File: src/rtl/scf_pkg.sv
`timescale 1ns / 1ps
// Shared types and constants of the cross-kernel sharpening filter.
package scf_pkg;

    localparam int FW_BITS       = 11;
    localparam int FH_BITS       = 13;
    localparam int ROW_BITS      = 12;
    localparam int CFG_IDX_BITS  = 2;
    localparam int CFG_DATA_BITS = 13;
    localparam int MAX_HEIGHT    = 4096;
    localparam int FW_RESET      = 640;
    localparam int FH_RESET      = 480;
    localparam int NUM_SLOTS     = 4;

    typedef enum logic [CFG_IDX_BITS-1:0] {
        REG_FRAME_WIDTH  = 2'd0,
        REG_FRAME_HEIGHT = 2'd1
    } cfg_reg_t;

    typedef struct packed {
        logic r_nz;
        logic r_one;
        logic c_nz;
        logic c_ge2;
        logic end_col;
        logic last_row;
    } win_flags_t;

    typedef struct packed {
        logic                 load;
        logic [NUM_SLOTS-1:0] mask;
    } bank_load_t;

endpackage

File: src/rtl/scf_kernel.sv
`timescale 1ns / 1ps
// Cross-kernel window: edge replication and the four candidate sharpened pixels.
module scf_kernel import scf_pkg::*; #(
    parameter int CHANNEL_BITS = 8
) (
    input  win_flags_t                                flags,
    input  logic [3*CHANNEL_BITS-1:0]                 x,
    input  logic [3*CHANNEL_BITS-1:0]                 p0,
    input  logic [3*CHANNEL_BITS-1:0]                 oc,
    input  logic [3*CHANNEL_BITS-1:0]                 o1,
    input  logic [3*CHANNEL_BITS-1:0]                 p1,
    input  logic [3*CHANNEL_BITS-1:0]                 p2,
    input  logic [3*CHANNEL_BITS-1:0]                 c1,
    input  logic [3*CHANNEL_BITS-1:0]                 c2,
    output logic [NUM_SLOTS-1:0][3*CHANNEL_BITS-1:0] res,
    output logic [NUM_SLOTS-1:0]                      mask
);

    localparam int CB = CHANNEL_BITS;
    localparam int PW = 3 * CHANNEL_BITS;

    function automatic logic [CB-1:0] sharp_ch(
        input logic [CB-1:0] ce,
        input logic [CB-1:0] up,
        input logic [CB-1:0] dn,
        input logic [CB-1:0] lf,
        input logic [CB-1:0] rt
    );
        logic [CB+3:0] five;
        logic [CB+3:0] sum;
        logic [CB+3:0] diff;
        five = {2'b00, ce, 2'b00} + {4'b0000, ce};
        sum  = {4'b0000, up} + {4'b0000, dn} + {4'b0000, lf} + {4'b0000, rt};
        diff = five - sum;
        if (diff[CB+3])
        begin
            sharp_ch = '0;
        end
        else if (|diff[CB+2:CB])
        begin
            sharp_ch = '1;
        end
        else
        begin
            sharp_ch = diff[CB-1:0];
        end
    endfunction

    function automatic logic [PW-1:0] sharp_pix(
        input logic [PW-1:0] ce,
        input logic [PW-1:0] up,
        input logic [PW-1:0] dn,
        input logic [PW-1:0] lf,
        input logic [PW-1:0] rt
    );
        logic [PW-1:0] pix;
        pix = '0;
        for (int i = 0; i < 3; i++)
        begin
            pix[i*CB +: CB] = sharp_ch(ce[i*CB +: CB], up[i*CB +: CB], dn[i*CB +: CB],
                                       lf[i*CB +: CB], rt[i*CB +: CB]);
        end
        sharp_pix = pix;
    endfunction

    always_comb
    begin
        res[0] = sharp_pix(p1, flags.r_one ? p1 : o1, c1, flags.c_ge2 ? p2 : p1, p0);
        res[1] = sharp_pix(p0, flags.r_one ? p0 : oc, x, flags.c_nz ? p1 : p0, p0);
        res[2] = sharp_pix(c1, flags.r_nz ? p1 : c1, c1, flags.c_ge2 ? c2 : c1, x);
        res[3] = sharp_pix(x, flags.r_nz ? p0 : x, x, flags.c_nz ? c1 : x, x);
        mask[0] = flags.r_nz && flags.c_nz;
        mask[1] = flags.r_nz && flags.end_col;
        mask[2] = flags.last_row && flags.c_nz;
        mask[3] = flags.last_row && flags.end_col;
    end

endmodule

File: config.mk
export PLATFORM = sky130hd
export DESIGN_NAME = scf_kernel
export DESIGN_NICKNAME = d
export VERILOG_FILES = /design/src/rtl/scf_pkg.sv /design/src/rtl/scf_kernel.sv
export SDC_FILE = /design/constraint.sdc
export NUM_CORES = 1
export LEC_CHECK = 0
export ABC_AREA = 1
export BUFFER_PORTS_ARGS = -buffer_cell sky130_fd_sc_hd__buf_4
export CAP_MARGIN = 10
export CORE_UTILIZATION = 40
export DETAILED_ROUTE_END_ITERATION = 6
export GPL_TIMING_DRIVEN = 0
export PLACE_DENSITY = 0.68
export SLEW_MARGIN = 15
export SYNTH_ARGS = -nofsm -noshare
export SYNTH_HDL_FRONTEND = slang
export SYNTH_SLANG_ARGS = --single-unit
File: constraint.sdc
create_clock -name vclk -period 4.97
set_input_delay 0.497 -clock vclk [all_inputs]
set_output_delay 0.497 -clock vclk [all_outputs]
set_load 0.02 [all_outputs]
[Yosys cells after proc, flatten, opt, wreduce, memory -nomap -nowiden]
Cells that the tools add are included.
W data, S select, Z words.
Storage, ports and cells
  word-level logic and storage cells: 108
  output and inout bits: 100
  register bits after elaboration: 0
Operators by class
  add/sub/neg operators: 60
  reductions and logical operators: 16
  multiplexer cells: 32
Operator list (number)
  $add A10 B8 Y11: 24
  $mux W24: 8
  $mux W8: 24
  $sub A11 B11 Y12: 12
  $add A9 B8 Y10: 12
  $add A8 B8 Y9: 12
  $reduce_or A3 Y1: 12
  $logic_and A1 B1 Y1: 4

[Logic depth before layout (Yosys ltp)]
  depth after elaboration: 8
  mapped depth: 22
  gate-level depth less buffers: 19

[Least setup slack after synthesis]
Ideal clock, no wire load.
  path kind: input to output
  start point: in flags[2] in the netlist's numbering
  end point: out res[64] in the netlist's numbering
  data arrival time: 4054 ps
  path buffers: 3
  slack: 419 ps
  stages: 19
  cell sequence: clkbuf_1 buf_2 buf_1 a21oi_1 fa_1 fa_1 inv_1 fa_1 inv_1 fa_1 nand3_1 nand3_2 nand2_1 nand2_1 nand2_1 nand2_1 nand3_2 nor2_4 a21oi_1
RTL lines
  start: declaration: line scf_kernel.sv:6  | input win_flags_t flags,
  end: declaration: line scf_kernel.sv:15  | output logic [NUM_SLOTS-1:0][3*CHANNEL_BITS-1:0] res,

==> qor.yml <==
global_route:
  grt_start_max_net_pins: 11
  grt_pass1_vias: 18000
  grt_overflow: 0
  grt_pass1_wl_mm: 96.2
  grt.total_usage: 0.265
  antenna_found_initial: 17
place:
  dp_hpwl_mm: 54.9
  placed_area_mm2: 0.0215
  place.gp.congestion: 0.993
  port_buffers: 295
  dp_slack_ps: -863
timing:
  setup_violations: 0
  timing.final.crit_period_ps: 4870
  report.final.slew_viol_count: 0
  worst_pin_slew_ps: 541
  final.period_utilization: 0.980
  max_freq_mhz: 205
  fin_ws_ps: 101
  maxSlewHeadroom: 0.635
  hold_violations: 0
floorplanning:
  initial_utilization: 0.407
  fp.dieH_um: 217
  die_w_um: 217
  dieArea_mm2: 0.0472
  ios: 298
  rows: 78
  core_area_mm2: 0.0456
power_and_ir_drop:
  p_leak_uw: 0.0121
  peakVddDrop_mv: 0.383
  power_density_mw_per_mm2: 520
  power_uw: 11400
routing:
  vias: 18000
  drt_first_pass_iters: 7
  ant_nets: 0
  drt_iter0_drc: 1247
  totalWireLength_mm: 62.5
  routedWlPerCell_um: 17.5
  drc: 0
  viasPerCell: 5.06
setup_path:
  endpoint_kind: "primary output"
  cp.arrival_ps: 4370
  crit_fanout: 10
  path_class: "input pin to primary output"
  critPathRequiredTime_ps: 4470
  startpoint_type: "input pin"
layout:
  seq_cell_count: 0
  drive_gt1_frac: 0.143
  utilization: 0.482
  clkbuf_count: 0
  final_nets: 3670
  postLayoutCellArea_mm2: 0.0220
  synthToLayoutAreaGrowth_pct: 18.5
  regArea_um2: 0
cts:
  cts_hold_buf: 0
  cts_setup_buffers: 0
synthesis:
  netlist.area_leader.share: 0.356
  syn_nets: 3374
  seq_area_frac_synth: 0
  netlist_top_cells_count: "652 x inv_1, 607 x nand2_1, 330 x fa_1"
  synth_cells: 2660
  yosys-top-cells-area: "fa_1 36%, inv_1 13%, ha_1 13%, nand2_1 12%, a21oi_1 6.2%"
  yosysMostFrequentCell: "inv_1"
  ys_warn_count: 0
  synth.avg_cell_area_um2: 6.97
  yosysTopAreaCell: "fa_1"
  syn_area_mm2: 0.0185
  ys_types: 26
worst_hold_path:
  hp-class: "input pin to primary output"
run:
  cap_violations: 0
status:
  status: "finished clean"
logic make-up (layout without fill, tap and decap cells):
kind of cell | Yosys count | count (layout) | synth area share
adders and majority gates | 516 | 516 | 0.482
other | 0 | 7 | 0
xor gates and xnor gates | 87 | 87 | 0.0411
buffers and inverters | 695 | 989 | 0.142
and+or+nand+nor | 945 | 945 | 0.219
AOI/OAI and AO/OA | 417 | 417 | 0.117
worst max-delay path, cell delays in order:
cell and delay (ps):
buf_8 140, buf_12 170, buf_8 160, o21ai_0 420, ha_1 350, fa_1 540, inv_1 50, fa_1 470
inv_1 60, fa_1 430, nand3_1 120, nand3_2 90, nand2_1 90, nand3_1 70, nand2_1 90, nand3_2 90
nor2_4 200, a21oi_1 100, buf_4 170
power breakdown:
group	internal (uW)	switching [uW]
clock network	0.000189	0
logic	4490	6920
registers	0	0
layout make-up:
type | count | area, um2
Fill cell | 4712 | 23600
Timing Repair Buffer | 295 | 2210
Tap cell | 600 | 751
Multi-Input combinational cell | 1965 | 16100
Inverter | 652 | 2450
Antenna cell | 7 | 17.5
Buffer | 42 | 450
placed cells by master, fill, tap and decap left out, types with 13 or more instances in the layout:
master | netlist | layout
a21oi_2 | 10 | 17
nand4_1 | 28 | 28
ha_1 | 186 | 172
fa_1 | 330 | 328
nand3_1 | 87 | 87
a31oi_1 | 13 | 13
buf_4 | 0 | 302
a21oi_1 | 228 | 218
nand2_1 | 607 | 601
inv_1 | 652 | 652
xor2_1 | 46 | 46
buf_6 | 0 | 16
xnor2_1 | 41 | 41
nor2_1 | 153 | 152
o21ai_1 | 2 | 16
o21ai_0 | 156 | 142
nand3_2 | 25 | 25
per-layer routing:
layer	vias to the layer above	wire, um	track usage
li1	8739	-	-
met1	8422	24200	0.323
met2	703	29500	0.454
met3	141	6160	0.0633
met4	22	2470	0.0894
met5	-	147	0
final timing paths:
check / from / to / cells after the start
setup / recovery: flags[5] / res[65] / 19
hold / removal: flags[1] / mask[3] / 4
what timing repair did:
action	4_1_cts	5_1_grt
gates resized for setup	68	116
pin swaps	0	9
endpoints found under the setup margin	96	96
through the flow:
| step | setup TNS [ps] | cells | hold WS (ps) |
|---|---|---|---|
| 3_3_place_gp | -60370 | 3555 | 1280 |
| 4_1_cts | 0 | 3555 | 1280 |
| 6_report | 0 | 3561 | 1280 |
| 2_1_floorplan | 0 | 2660 | 1120 |
| 3_5_place_dp | -60760 | 3555 | 1280 |
| 5_1_grt | -119 | 3555 | 1300 |
Note: power is estimated with default switching activity, not from simulation.
