File: src/rtl/scf_pkg.sv
`timescale 1ns / 1ps
// Shared types and constants of the cross-kernel sharpening filter.
package scf_pkg;

    localparam int FW_BITS       = 11;
    localparam int FH_BITS       = 13;
    localparam int ROW_BITS      = 12;
    localparam int CFG_IDX_BITS  = 2;
    localparam int CFG_DATA_BITS = 13;
    localparam int MAX_HEIGHT    = 4096;
    localparam int FW_RESET      = 640;
    localparam int FH_RESET      = 480;
    localparam int NUM_SLOTS     = 4;

    typedef enum logic [CFG_IDX_BITS-1:0] {
        REG_FRAME_WIDTH  = 2'd0,
        REG_FRAME_HEIGHT = 2'd1
    } cfg_reg_t;

    typedef struct packed {
        logic r_nz;
        logic r_one;
        logic c_nz;
        logic c_ge2;
        logic end_col;
        logic last_row;
    } win_flags_t;

    typedef struct packed {
        logic                 load;
        logic [NUM_SLOTS-1:0] mask;
    } bank_load_t;

endpackage

File: src/rtl/scf_result_bank.sv
`timescale 1ns / 1ps
// Result bank: holds the up to four results of one pixel and drains them in order.
module scf_result_bank import scf_pkg::*; #(
    parameter int CHANNEL_BITS = 8,
    parameter int COL_W        = 10
) (
    input  logic                                      clk,
    input  logic                                      rst_n,
    input  bank_load_t                                ld,
    input  logic [NUM_SLOTS-1:0][3*CHANNEL_BITS-1:0] ld_data,
    input  logic [ROW_BITS-1:0]                       ld_row,
    input  logic [COL_W-1:0]                          ld_col,
    output logic                                      free,
    output logic                                      result_valid,
    input  logic                                      result_stall,
    output logic [3*CHANNEL_BITS-1:0]                 pix,
    output logic [ROW_BITS-1:0]                       row,
    output logic [COL_W-1:0]                          col,
    output logic                                      run_last,
    output logic                                      frame_last
);

    logic [NUM_SLOTS-1:0]                      mask_reg;
    logic [NUM_SLOTS-1:0]                      mask_next;
    logic [NUM_SLOTS-1:0][3*CHANNEL_BITS-1:0] data_reg;
    logic [ROW_BITS-1:0]                       row_reg;
    logic [COL_W-1:0]                          col_reg;
    logic [1:0]                                sel;
    logic                                      pop;
    logic                                      single;

    always_comb
    begin
        if (mask_reg[0])
        begin
            sel = 2'd0;
        end
        else if (mask_reg[1])
        begin
            sel = 2'd1;
        end
        else if (mask_reg[2])
        begin
            sel = 2'd2;
        end
        else
        begin
            sel = 2'd3;
        end
    end

    assign single       = (mask_reg & (mask_reg - 1'b1)) == '0;
    assign result_valid = |mask_reg;
    assign pop          = result_valid && !result_stall;
    assign free         = !result_valid || (pop && single);

    always_comb
    begin
        mask_next = mask_reg;
        if (ld.load)
        begin
            mask_next = ld.mask;
        end
        else if (pop)
        begin
            mask_next = mask_reg & (mask_reg - 1'b1);
        end
    end

    always_ff @(posedge clk or negedge rst_n)
    begin
        if (!rst_n)
        begin
            mask_reg <= '0;
        end
        else
        begin
            mask_reg <= mask_next;
        end
    end

    always_ff @(posedge clk)
    begin
        if (ld.load)
        begin
            data_reg <= ld_data;
            row_reg  <= ld_row;
            col_reg  <= ld_col;
        end
    end

    assign pix        = data_reg[sel];
    assign row        = sel[1] ? row_reg : row_reg - 1'b1;
    assign col        = sel[0] ? col_reg : col_reg - 1'b1;
    assign run_last   = single;
    assign frame_last = (sel == 2'd3);

endmodule

File: config.mk
export PLATFORM = sky130hd
export DESIGN_NAME = scf_result_bank
export DESIGN_NICKNAME = d
export VERILOG_FILES = /design/src/rtl/scf_pkg.sv /design/src/rtl/scf_result_bank.sv
export SDC_FILE = /design/constraint.sdc
export NUM_CORES = 1
export LEC_CHECK = 0
export BUFFER_PORTS_ARGS = -buffer_cell sky130_fd_sc_hd__buf_4
export CORE_ASPECT_RATIO = 0.75
export CORE_MARGIN = 1.5
export CORE_UTILIZATION = 53
export DETAILED_ROUTE_END_ITERATION = 12
export PLACE_DENSITY = 0.88
export SETUP_SLACK_MARGIN = 0.3
export SYNTH_ARGS = -nofsm -noshare
export SYNTH_HDL_FRONTEND = slang
export SYNTH_SLANG_ARGS = --single-unit
export TNS_END_PERCENT = 50
File: constraint.sdc
create_clock -name clk -period 5.3 [get_ports clk]
set_input_delay 0.53 -clock clk [delete_from_list [all_inputs] [get_ports clk]]
set_output_delay 0.53 -clock clk [all_outputs]
set_load 0.03 [all_outputs]
# Word level (Yosys, flattened, before mapping)
# Cells that the tools add are included.
# classes
n_mux	9
eq_ne	1
add_sub_neg	3
reduce_logical	8
order_cmp	1
bitwise	1
# op_table
op	count
24-bit binary-select mux with 2-bit select	1
24-bit two-way mux	1
12-bit two-way mux	1
12-bit by 1-bit subtractor with 12-bit output, second input constant	1
10-bit two-way mux	1
10-bit by 1-bit subtractor with 10-bit output, second input constant	1
4-bit two-way mux	2
4-bit bitwise AND	1
4-bit zero test	1
2-bit two-way mux	2
4-bit OR reduction	1
4-bit by 1-bit subtractor with 4-bit output, second input constant	1
2-bit by 3-bit less-than comparator with 1-bit output, second input constant	1
2-bit == test, second input constant	1
1-bit logical AND	2
1-bit zero test	2
2-bit nonzero test	1
1-bit logical OR	1
1-bit two-way mux	1
# word_totals
register_bits	122
input_bits	126

# Longest topological paths before layout
# Gate-level depths: netlist of the first run.
# depth
depth_word	5
mapped_depth	5

# Worst setup path after synthesis of the first run
# Ideal clock, no wire load.
# synth_path
path_kind	reg2out
from	register row_reg[4]
to	output row[11]
path_buffers	0
path_slack_ns	2.858
arrival_ns	1.912
required_time_ns	4.770
path_stages_with_launch	5
cell_sequence	edfxtp_1 or3_4 or4_4 nor3_2 xor2_1
# synth_between
elab_chain_len	2
# synth_lines
element	line	source
from (decl)	scf_result_bank.sv:26	logic [ROW_BITS-1:0] row_reg;
from (signal assigned)	scf_result_bank.sv:87	row_reg <= ld_row;
12-bit by 1-bit subtractor with 12-bit output	scf_result_bank.sv:93	assign row = sel[1] ? row_reg : row_reg - 1'b1;
12-bit two-way mux	scf_result_bank.sv:93	
to (decl)	scf_result_bank.sv:17	output logic [ROW_BITS-1:0] row,
# No other way between the ends.

# Worst setup path after layout of the first run
# layout_path
from	register mask_reg[0]
to	output row[9]
# layout_between
elab_chain_len	2
# layout_lines
element	line	source
from (decl)	scf_result_bank.sv:23	logic [NUM_SLOTS-1:0] mask_reg;
from (signal assigned)	scf_result_bank.sv:78	mask_reg <= mask_next;
2-bit two-way mux	scf_result_bank.sv:34	if (mask_reg[0])
12-bit two-way mux	scf_result_bank.sv:93	
# No other way between the ends.

==> impl_summary.txt, run 1 <==
----------------------------------------------------
[Final layout]
  Antenna Diode Count ... 0
  Net total in the final layout ... 622
  Number of filler instances in the final layout ... 515
  Final non-filler cell total ... 635
  Share of post-route cells with drive strength above 1 ... 0.471
  Post-route design area ... 0.00698 mm^2
  Area grow syn2layout ... 41.5%
  Flip-flop count of the largest register after layout ... 96

[Critical path]
  Delay-heaviest family, CP ... flip-flops
  Maximum fanout along the worst path ... 57
  Worst path slowest cell ... sky130_fd_sc_hd__dfrtp_2
  Worst Path Buf+Inv ... 1
  Crit-path cells ... or2_2 > nand4_1 > nor4_1 > xor2_1 > buf_4
  Arrival time of the worst setup path ... 2.70 ns
  CP peak stage delay ... 0.97 ns
  Crit Path Category ... reg2out
  Endpoint required time on the critical path ... 4.77 ns
  Worst Setup End Kind ... output port
  Startpoint type of the worst setup path ... flip-flop

[Outcome]
  Run status ... complete, no violations

[Die]
  Area of the core ... 0.00905 mm^2
  Standard-cell rows ... 30
  Starting Density ... 0.545
  Die X ... 114 um
  Boundary Pins ... 176
  Die area ... 0.00990 mm^2
  Chip height ... 86.6 um

[Placed design]
  Cell count after placement ... 602
  Final estimated routing congestion in global placement ... 0.894
  Number of buffer cells added on primary ports ... 175
  Post-place instance area ... 0.00637 mm^2
  Estimated wirelength of the detail-placed design ... 7.48 mm

[Clock network]
  Clock latency reported for the late side of the worst-skew pair ... 0.41 ns
  CTS H-tree depth ... 4
  Clock tree from TritonCTS ... built
  Library cell used as clock root buffer ... sky130_fd_sc_hd__clkbuf_16
  Clock slew at reported path FFs ... 0.06 ns
  TritonCTS buffer count ... 17
  Total of cells resized after clock tree synthesis ... 0
  Number of clock sinks ... 122
  Clock Tree Buf Depth ... 2

[Drt]
  Routed wirelength normalized by instance count ... 16.8 um
  Drt drc ... 0
  Vias ... 3,270
  Number of optimization iterations in the first detailed-route pass ... 4
  Ratio of routed vias to standard cells ... 5.15
  Initial detailed-routing violation count ... 256
  Detailed Route WL ... 10.7 mm
  Antenna-violating nets left ... 0

[Power]
  Leakage power ... 2.81 nW
  Pwr Density ... 394 mW/mm^2
  Total design power ... 0.00275 W
  Highest ir drop seen on vdd ... 0.389 mV

[Timing]
  Max_slew headroom ... 0.341
  Worst clock skew on the final layout ... 0.00207 ns
  Unrepaired setup endpoints after global routing ... false
  Final setup viols ... 0
  Final-layout worst hold slack ... 0.290 ns
  Setup TNS Final ... 0 ns
  Max frequency ... 0.310 GHz
  Worst Tran Pin Value ... 0.989 ns
  Crit path time final ... 3.23 ns
  Ratio of final minimum period to clock period ... 0.609
  Final number of max-transition violations ... 0
  Total count of hold-check failures in the final report ... 0

[Logic synthesis]
  Most frequent cell after synthesis ... sky130_fd_sc_hd__edfxtp_1
  Share of synthesized area occupied by flip-flops and latches ... 0.739
  Post-Synthesis Net Count ... 439
  Most frequently used flop master after synthesis ... sky130_fd_sc_hd__edfxtp_1
  Average size of a mapped cell ... 15.9 um^2
  Synth async-reset ratio ... 0.0328
  Cell count after synthesis ... 311
  Count of flip-flops with a built-in enable after synthesis ... 118
  Cell type contributing the most total cell area after synthesis ... sky130_fd_sc_hd__edfxtp_1
  Flop and latch count out of synthesis ... 122
  Post-synth design cell area ... 0.00493 mm^2
  Commonest cells in the synthesized netlist ... sky130_fd_sc_hd__edfxtp_1 (118), sky130_fd_sc_hd__o21ai_0 (35), sky130_fd_sc_hd__nand2_1 (32)
  Synthesis Warnings ... 0
  Distinct cell type count of the synthesized netlist ... 30
  Area share of the leading cell type in the synthesized netlist ... 0.718
  Cell types occupying the most area after synthesis ... sky130_fd_sc_hd__edfxtp_1 (72%), sky130_fd_sc_hd__mux2_2 (5.5%), sky130_fd_sc_hd__mux2i_1 (4.9%)

[Global routing]
  Via count of the first global-routing pass ... 3,267
  Pin count of the biggest net entering global routing ... 82
  Initial antenna violation count ... 0
  Overall global routing resource usage ... 0.221
  Total congestion overflow ... 0
  Wire length of the first global-routing pass ... 15.7 mm

[Worst hold path]
  Hold/Removal Path Class ... in2reg

[Job]
  Max cap viols ... 0

----------------------------------------------------
## through the flow
step,setup WS [ns],utilization
CTS,2.09,0.772
floorplan,2.86,-
global route,1.93,0.772
global placement,2.59,0.704
finish,2.07,0.772
detailed placement,2.54,0.704
## power breakdown
group | total, W | switching [W] | leakage (nW) | internal, W
registers | 0.00120 | 0.0000527 | 1.20 | 0.00114
clock network | 0.00116 | 0.000417 | 0.284 | 0.000740
logic | 0.000393 | 0.000209 | 1.32 | 0.000184
## worst paths after layout
| kind | startpoint | cells past startpoint | slack (ns) | to |
|---|---|---|---|---|
| worst max register to register | mask_reg[0] | 3 | 3.54 | mask_reg[3] |
| worst min register to register | mask_reg[3] | 2 | 0.69 | mask_reg[3] |
| worst max-delay path | mask_reg[0] | 5 | 2.07 | row[9] |
| min in group asynchronous | rst_n | 2 | 0.48 | mask_reg[2] |
| max in group asynchronous | rst_n | 2 | 4.70 | mask_reg[0] |
| worst min-delay path | ld_data[55] | 1 | 0.29 | data_reg[55] |
## timing repair
item / CTS / global route
endpoints found under the hold margin: 4 / 0
endpoints found under the setup margin: 0 / 0
setup buffers: 0 / 0
hold buffers: 1 / 0
## routing by layer
layer | wire (um) | GRT usage | vias up
li1 | - | - | 1539
met1 | 4370 | 0.259 | 1561
met2 | 5200 | 0.357 | 156
met3 | 961 | 0.0951 | 14
met4 | 162 | 0.0977 | 0
met5 | 0 | 0 | -
## logic make-up (layout without fill, tap and decap cells)
| kind of cell | after synthesis | in the layout | share of synthesized area |
|---|---|---|---|
| flops | 122 | 122 | 0.739 |
| fa+ha+maj | 4 | 4 | 0.00913 |
| xor+xnor | 19 | 19 | 0.0337 |
| mux | 48 | 48 | 0.103 |
| simple gates | 61 | 61 | 0.0581 |
| compound gates | 39 | 39 | 0.0421 |
| buf+inv | 18 | 214 | 0.0150 |
## cells in the final DEF (no fill, tap or decap), drive strengths merged, types with 4 or more instances in the layout
cell,Yosys,final
clkbuf,8,18
nand2,32,32
inv,4,5
dfrtp,4,4
clkinv,0,7
xnor2,7,7
nor3,6,6
mux2i,24,24
or3,5,5
o21ai,35,35
edfxtp,118,118
nor2,9,9
buf,6,177
mux2,24,24
xor2,12,12
## cell type report
| class | instances | area (um^2) | share of cell area |
|---|---|---|---|
| clock inverters | 14 | 174 | 0.0249 |
| clock buffers | 18 | 429 | 0.0615 |
| inverters | 4 | 15.0 | 0.00215 |
| multi-input cells | 171 | 1220 | 0.174 |
| repair buffers | 178 | 1340 | 0.192 |
| flip-flops and latches | 122 | 3650 | 0.522 |
| well taps | 128 | 160 | 0.0229 |
(Power assumes the default switching activity.)
==> run 2: changes to the inputs <==
--- a/config.mk
+++ b/config.mk
@@ -8,9 +8,9 @@
 export BUFFER_PORTS_ARGS = -buffer_cell sky130_fd_sc_hd__buf_4
 export CORE_ASPECT_RATIO = 0.75
 export CORE_MARGIN = 1.5
-export CORE_UTILIZATION = 53
+export CORE_UTILIZATION = 45
 export DETAILED_ROUTE_END_ITERATION = 12
-export PLACE_DENSITY = 0.88
+export PLACE_DENSITY = 0.8
 export SETUP_SLACK_MARGIN = 0.3
 export SYNTH_ARGS = -nofsm -noshare
 export SYNTH_HDL_FRONTEND = slang
==> constraint.sdc (replaced) <==
create_clock -name clk -period 2.7 [get_ports clk]
set_input_delay 0.27 -clock clk [delete_from_list [all_inputs] [get_ports clk]]
set_output_delay 0.27 -clock clk [all_outputs]
set_load 0.03 [all_outputs]
==> run 2 against run 1 <==
Setup slack got worse by 1.8 ns. Clock skew rose by 0.0027 ns. Via count barely moved. Combinational power rose by 110%. Final area rose by 2.0%. Utilization fell by 9.3 points. Count of clock-buffer cells in the layout did not move. Critical path type unchanged. Largest power group is now clock.
==> impl_summary.txt, run 2 (synthesized netlist as in run 1, its figures left out) <==
----------------------------------------------------
[Worst hold path]
  Hold/Removal Path Class ... in2reg
  Hold Path Sink ... data_reg[10]
  Hold Path Depth ... 1
  Startpoint of the tightest hold check path ... ld_data[10]

[Global routing]
  Overall global routing resource usage ... 0.191
  Wire length of the first global-routing pass ... 16.0 mm
  Via count of the first global-routing pass ... 3,313
  Total congestion overflow ... 0
  Pin count of the biggest net entering global routing ... 55
  Initial antenna violation count ... 0

[Final layout]
  Antenna Diode Count ... 0
  Area grow syn2layout ... 44.3%
  Leading cell types in the layout, fill and taps excluded ... sky130_fd_sc_hd__buf_4 (185), sky130_fd_sc_hd__edfxtp_1 (118), sky130_fd_sc_hd__o21ai_0 (35)
  Most common library cell in the layout ignoring fill and taps ... sky130_fd_sc_hd__buf_4
  Number of filler instances in the final layout ... 728
  Share of post-route cells with drive strength above 1 ... 0.489
  Net total in the final layout ... 632
  Area of the multi-input gates ... 0.00124 mm^2
  Sequential cell area ... 0.00365 mm^2
  Flip-flop count of the largest register after layout ... 96

[Critical path]
  Arrival time of the worst setup path ... 2.15 ns
  Worst Path Buf+Inv ... 1
  Maximum fanout along the worst path ... 4
  CP peak stage delay ... 0.43 ns
  Crit-path cells ... or3_4 > or4_4 > nor3_2 > xor2_1 > buf_4
  Capture instance of the worst register-to-register path ... mask_reg[3]
  Startpoint type of the worst setup path ... flip-flop
  Worst path slowest cell ... sky130_fd_sc_hd__or4_4
  R2r setup slk ... 1.42 ns
  Worst Setup End Kind ... output port
  Delay-heaviest family, CP ... simple AND/OR/NAND/NOR gates
  Endpoint required time on the critical path ... 2.43 ns
  Beginning of the worst register-to-register path ... mask_reg[0]
  Crit Path Category ... reg2out
  Worst-case reg-to-reg path depth ... 3

[Power]
  Total design power ... 0.00545 W
  Pwr Density ... 766 mW/mm^2
  Flop pwr share ... 0.422
  Highest ir drop seen on vdd ... 0.641 mV
  Leakage power ... 2.88 nW
  Switching part of the total ... 0.249
  Share of total power in the clock network ... 0.425
  Internal power ... 0.00410 W
  Combinational cell fraction of total power ... 0.153
  Net switching power ... 0.00136 W

[Timing]
  Setup TNS Final ... 0 ns
  Ratio of final minimum period to clock period ... 0.897
  Unrepaired setup endpoints after global routing ... true
  Final number of max-transition violations ... 0
  Max_slew headroom ... 0.458
  Total count of hold-check failures in the final report ... 0
  Max frequency ... 0.413 GHz
  Worst Tran Pin Value ... 0.805 ns
  Crit path time final ... 2.42 ns
  Final setup viols ... 0
  Worst clock skew on the final layout ... 0.00475 ns

[Drt]
  Number of optimization iterations in the first detailed-route pass ... 4
  Antenna-violating nets left ... 0
  Routed wirelength normalized by instance count ... 16.5 um
  Detailed Route WL ... 10.8 mm
  Ratio of routed vias to standard cells ... 5.01
  Initial detailed-routing violation count ... 163
  Drt drc ... 0
  Vias ... 3,269

[Clock network]
  Clock slew at reported path FFs ... 0.06 ns
  Clock tree from TritonCTS ... built
  Clock Tree Buf Depth ... 2
  CTS H-tree depth ... 4
  Library cell used as clock root buffer ... sky130_fd_sc_hd__clkbuf_16
  TritonCTS buffer count ... 17
  Clock latency reported for the late side of the worst-skew pair ... 0.40 ns
  Number of clock sinks ... 122

[Outcome]
  Run status ... complete, no violations

[Die]
  Boundary Pins ... 176
  Area of the core ... 0.0105 mm^2
  Standard-cell rows ... 32
  Die X ... 124 um
  Chip height ... 93.7 um
  Starting Density ... 0.470
  Die area ... 0.0116 mm^2

[Placed design]
  Final estimated routing congestion in global placement ... 0.764
  Estimated wirelength of the detail-placed design ... 7.36 mm
  Number of buffer cells added on primary ports ... 175

[Job]
  Max cap viols ... 0

----------------------------------------------------
run 2: per-layer routing:
layer	global-route usage	vias up	routed length, um
met3	0.0959	10	1050
met5	0	-	0
met1	0.213	1553	4160
met2	0.316	144	5440
li1	-	1562	-
met4	0.0701	0	125
run 2: power by group through the flow:
stage / logic [W] / registers, W / clock network (W)
after floorplan: 0.000434 / 0.00232 / 0
after global placement: 0.000800 / 0.00234 / 0
after detailed placement: 0.000815 / 0.00235 / 0
after CTS: 0.000835 / 0.00230 / 0.00236
after global routing: 0.000892 / 0.00232 / 0.00246
final: 0.000834 / 0.00230 / 0.00232
run 2: worst max-delay path by stage:
stage | startpoint | end | slack (ns) | depth (start not counted)
after global routing | row_reg[4] | row[11] | 0.17 | 5
after global placement | row_reg[4] | row[11] | 0.69 | 5
after floorplan | row_reg[4] | row[11] | 0.52 | 4
after detailed placement | mask_reg[1] | row[6] | 0.62 | 5
final | row_reg[6] | row[11] | 0.28 | 5
after CTS | row_reg[6] | row[11] | 0.24 | 5
run 2: layout make-up:
cell class                      count  share of cell area
Multi-Input combinational cell    171               0.175
Inverter                            4             0.00211
Clock inverter                     14              0.0258
Clock buffer                       18              0.0603
Sequential cell                   122               0.512
Timing Repair Buffer              188               0.201
Tap cell                          136              0.0239
run 2: stage by stage:
| stage | hold slack (ns) | std cells | setup WS, ns | utilization | area, um^2 |
|---|---|---|---|---|---|
| floorplan | -0.0256 | 311 | 0.518 | - | 4930 |
| global placement | 0.0669 | 614 | 0.691 | 0.612 | 6420 |
| detailed placement | 0.0686 | 614 | 0.624 | 0.612 | 6420 |
| CTS | 0.0138 | 651 | 0.243 | 0.674 | 7070 |
| global route | 0.00383 | 653 | 0.173 | 0.679 | 7120 |
| finish | 0.0379 | 653 | 0.278 | 0.679 | 7120 |
run 2: what timing repair did:
item	in CTS	in global routing
pin swaps	0	3
endpoints found under the setup margin	6	12
endpoints found under the hold margin	4	0
hold buffers	1	0
gates resized for setup	0	6
cloned	0	0
setup buffers	4	2
==> run 3: changes to the inputs <==
--- a/config.mk
+++ b/config.mk
@@ -9,9 +9,11 @@
 export CORE_ASPECT_RATIO = 0.75
 export CORE_MARGIN = 1.5
 export CORE_UTILIZATION = 45
+export CTS_CLUSTER_DIAMETER = 50
 export DETAILED_ROUTE_END_ITERATION = 12
-export PLACE_DENSITY = 0.8
+export PLACE_DENSITY = 0.74
 export SETUP_SLACK_MARGIN = 0.3
+export SKIP_CTS_REPAIR_TIMING = 1
 export SYNTH_ARGS = -nofsm -noshare
 export SYNTH_HDL_FRONTEND = slang
 export SYNTH_SLANG_ARGS = --single-unit
==> run 3 against run 2 <==
Count of clock-buffer cells in the layout decreased by 1. Worst hold slack lost 0.0050 ns. Clock power decreased by 3%. Cell count down 0.46%. Final area fell by 0.88%. First-iteration DRC count rose by 43%. Die area unchanged. Critical path type unchanged. Register-to-register slack lost 0.03 ns. Non-clock buffer count shrank 3. Critical endpoint unchanged. Via count stayed put. Largest cell class unchanged.
==> impl_summary.txt, run 3 (synthesized netlist as in run 1, its figures left out) <==
----------------------------------------------------
[Outcome]
  Run status ... complete, no violations

[Drt]
  Antenna-violating nets left ... 0
  Detailed Route WL ... 10.9 mm
  Routed wirelength normalized by instance count ... 16.7 um
  Top routing layer in use ... met4
  DR WL met3 ... 1.15 mm
  Ratio of routed vias to standard cells ... 5.03
  Drt drc ... 0
  Routed wl met2 ... 5.06 mm
  Post-route met1 wirelength ... 4.53 mm
  Initial detailed-routing violation count ... 233
  Vias ... 3,269
  Number of optimization iterations in the first detailed-route pass ... 4

[Global routing]
  Overall global routing resource usage ... 0.190
  Total congestion overflow ... 0
  Pin count of the biggest net entering global routing ... 127
  Via count of the first global-routing pass ... 3,191
  Wire length of the first global-routing pass ... 16.0 mm
  Initial antenna violation count ... 0

[Power]
  Leakage power ... 2.85 nW
  Net switching power ... 0.00138 W
  Internal power ... 0.00399 W
  Highest ir drop seen on vdd ... 0.489 mV
  Share of total power in the clock network ... 0.418
  Combinational cell fraction of total power ... 0.153
  Switching part of the total ... 0.257
  Pwr Density ... 761 mW/mm^2
  Flop pwr share ... 0.429

[Timing]
  Max_slew headroom ... 0.503
  Worst clock skew on the final layout ... 0.00691 ns
  Unrepaired setup endpoints after global routing ... true
  Final-layout worst hold slack ... 0.0329 ns
  Ratio of final minimum period to clock period ... 0.907
  Total count of hold-check failures in the final report ... 0
  Setup TNS Final ... 0 ns
  Final setup viols ... 0
  Crit path time final ... 2.45 ns
  Worst Tran Pin Value ... 0.738 ns
  Worst-case setup margin in the final layout ... 0.250 ns
  Max frequency ... 0.408 GHz
  Final number of max-transition violations ... 0

[Final layout]
  Leading cell types in the layout, fill and taps excluded ... sky130_fd_sc_hd__buf_4 (183), sky130_fd_sc_hd__edfxtp_1 (118), sky130_fd_sc_hd__o21ai_0 (35)
  Most common library cell in the layout ignoring fill and taps ... sky130_fd_sc_hd__buf_4
  Net total in the final layout ... 629
  Share of post-route cells with drive strength above 1 ... 0.482
  Antenna Diode Count ... 0
  Flip-flop count of the largest register after layout ... 96
  Number of filler instances in the final layout ... 755
  Util after Layout ... 0.673
  Area grow syn2layout ... 43.0%

[Clock network]
  Clock latency reported for the late side of the worst-skew pair ... 0.41 ns
  Number of clock sinks ... 122
  Clock tree from TritonCTS ... built
  TritonCTS buffer count ... 17
  Clock Tree Buf Depth ... 2
  Library cell used as clock root buffer ... sky130_fd_sc_hd__clkbuf_16
  CTS H-tree depth ... 4
  Clock slew at reported path FFs ... 0.06 ns

[Critical path]
  Arrival time of the worst setup path ... 2.18 ns
  Endpoint required time on the critical path ... 2.43 ns
  Startpoint type of the worst setup path ... flip-flop
  Crit Path Category ... reg2out
  Worst Setup End Kind ... output port
  Maximum fanout along the worst path ... 4

[Die]
  Standard-cell rows ... 32
  Die X ... 124 um
  Chip height ... 93.7 um
  Area of the core ... 0.0105 mm^2
  Die area ... 0.0116 mm^2
  Starting Density ... 0.470
  Boundary Pins ... 176

[Worst hold path]
  Hold/Removal Path Class ... in2reg

[Job]
  Max cap viols ... 0

[Placed design]
  Number of buffer cells added on primary ports ... 175
  Worst slack at placement ... 0.639 ns
  Estimated wirelength of the detail-placed design ... 7.09 mm
  Final estimated routing congestion in global placement ... 0.754

----------------------------------------------------
==> run 3: cell types whose count changed in the layout (fill, tap and decap cells not counted), sizes merged <==
cell and delta:
clkinv +2, bufinv -1, clkbuf -1, buf -3
==> run 3: power groups by stage <==
stage,Sequential (W),Combinational (W),Clock [W]
2_1_floorplan,0.00232,0.000434,0
3_3_place_gp,0.00233,0.000804,0
3_5_place_dp,0.00234,0.000815,0
4_1_cts,0.00231,0.000820,0.00228
5_1_grt,0.00232,0.000878,0.00238
6_report,0.00231,0.000821,0.00225
==> run 3: cell type report <==
cell class	count	area [um^2]	share of cell area
Multi-Input combinational cell	171	1230	0.175
Clock inverter	15	163	0.0230
Tap cell	136	170	0.0241
Sequential cell	122	3650	0.517
Inverter	4	15.0	0.00213
Timing Repair Buffer	185	1400	0.199
Clock buffer	17	425	0.0603
==> run 3: metrics by stage <==
| step | instance area [um^2] | total power [W] | std cells |
|---|---|---|---|
| final | 7060 | 0.00537 | 650 |
| after global placement | 6410 | 0.00314 | 613 |
| after global routing | 7060 | 0.00558 | 650 |
| after CTS | 7000 | 0.00541 | 645 |
| after floorplan | 4930 | 0.00276 | 311 |
| after detailed placement | 6410 | 0.00316 | 613 |
==> run 3: worst paths after layout <==
check / start / to / slack [ns] / cells after the start
worst max-delay path: row_reg[4] / row[11] / 0.25 / 5
worst min-delay path: ld_data[53] / data_reg[53] / 0.03 / 1
worst max register to register: mask_reg[0] / mask_reg[3] / 1.39 / 3
worst min register to register: mask_reg[3] / mask_reg[3] / 0.64 / 2
max in group asynchronous: rst_n / mask_reg[1] / 2.37 / 2
min in group asynchronous: rst_n / mask_reg[3] / 0.21 / 2
==> run 3: critical path: stages, from the launching register on <==
cell and delay, ns:
sky130_fd_sc_hd__edfxtp_1 0.43, sky130_fd_sc_hd__or3_4 0.41, sky130_fd_sc_hd__or4_4 0.44, sky130_fd_sc_hd__nor3_2 0.18
sky130_fd_sc_hd__xor2_1 0.15, sky130_fd_sc_hd__buf_4 0.17
==> run 3: per-layer routing <==
| layer | GRT usage | up-vias |
|---|---|---|
| met3 | 0.0795 | 12 |
| met2 | 0.296 | 161 |
| met5 | 0 | - |
| li1 | - | 1555 |
| met4 | 0.0824 | 0 |
| met1 | 0.234 | 1541 |
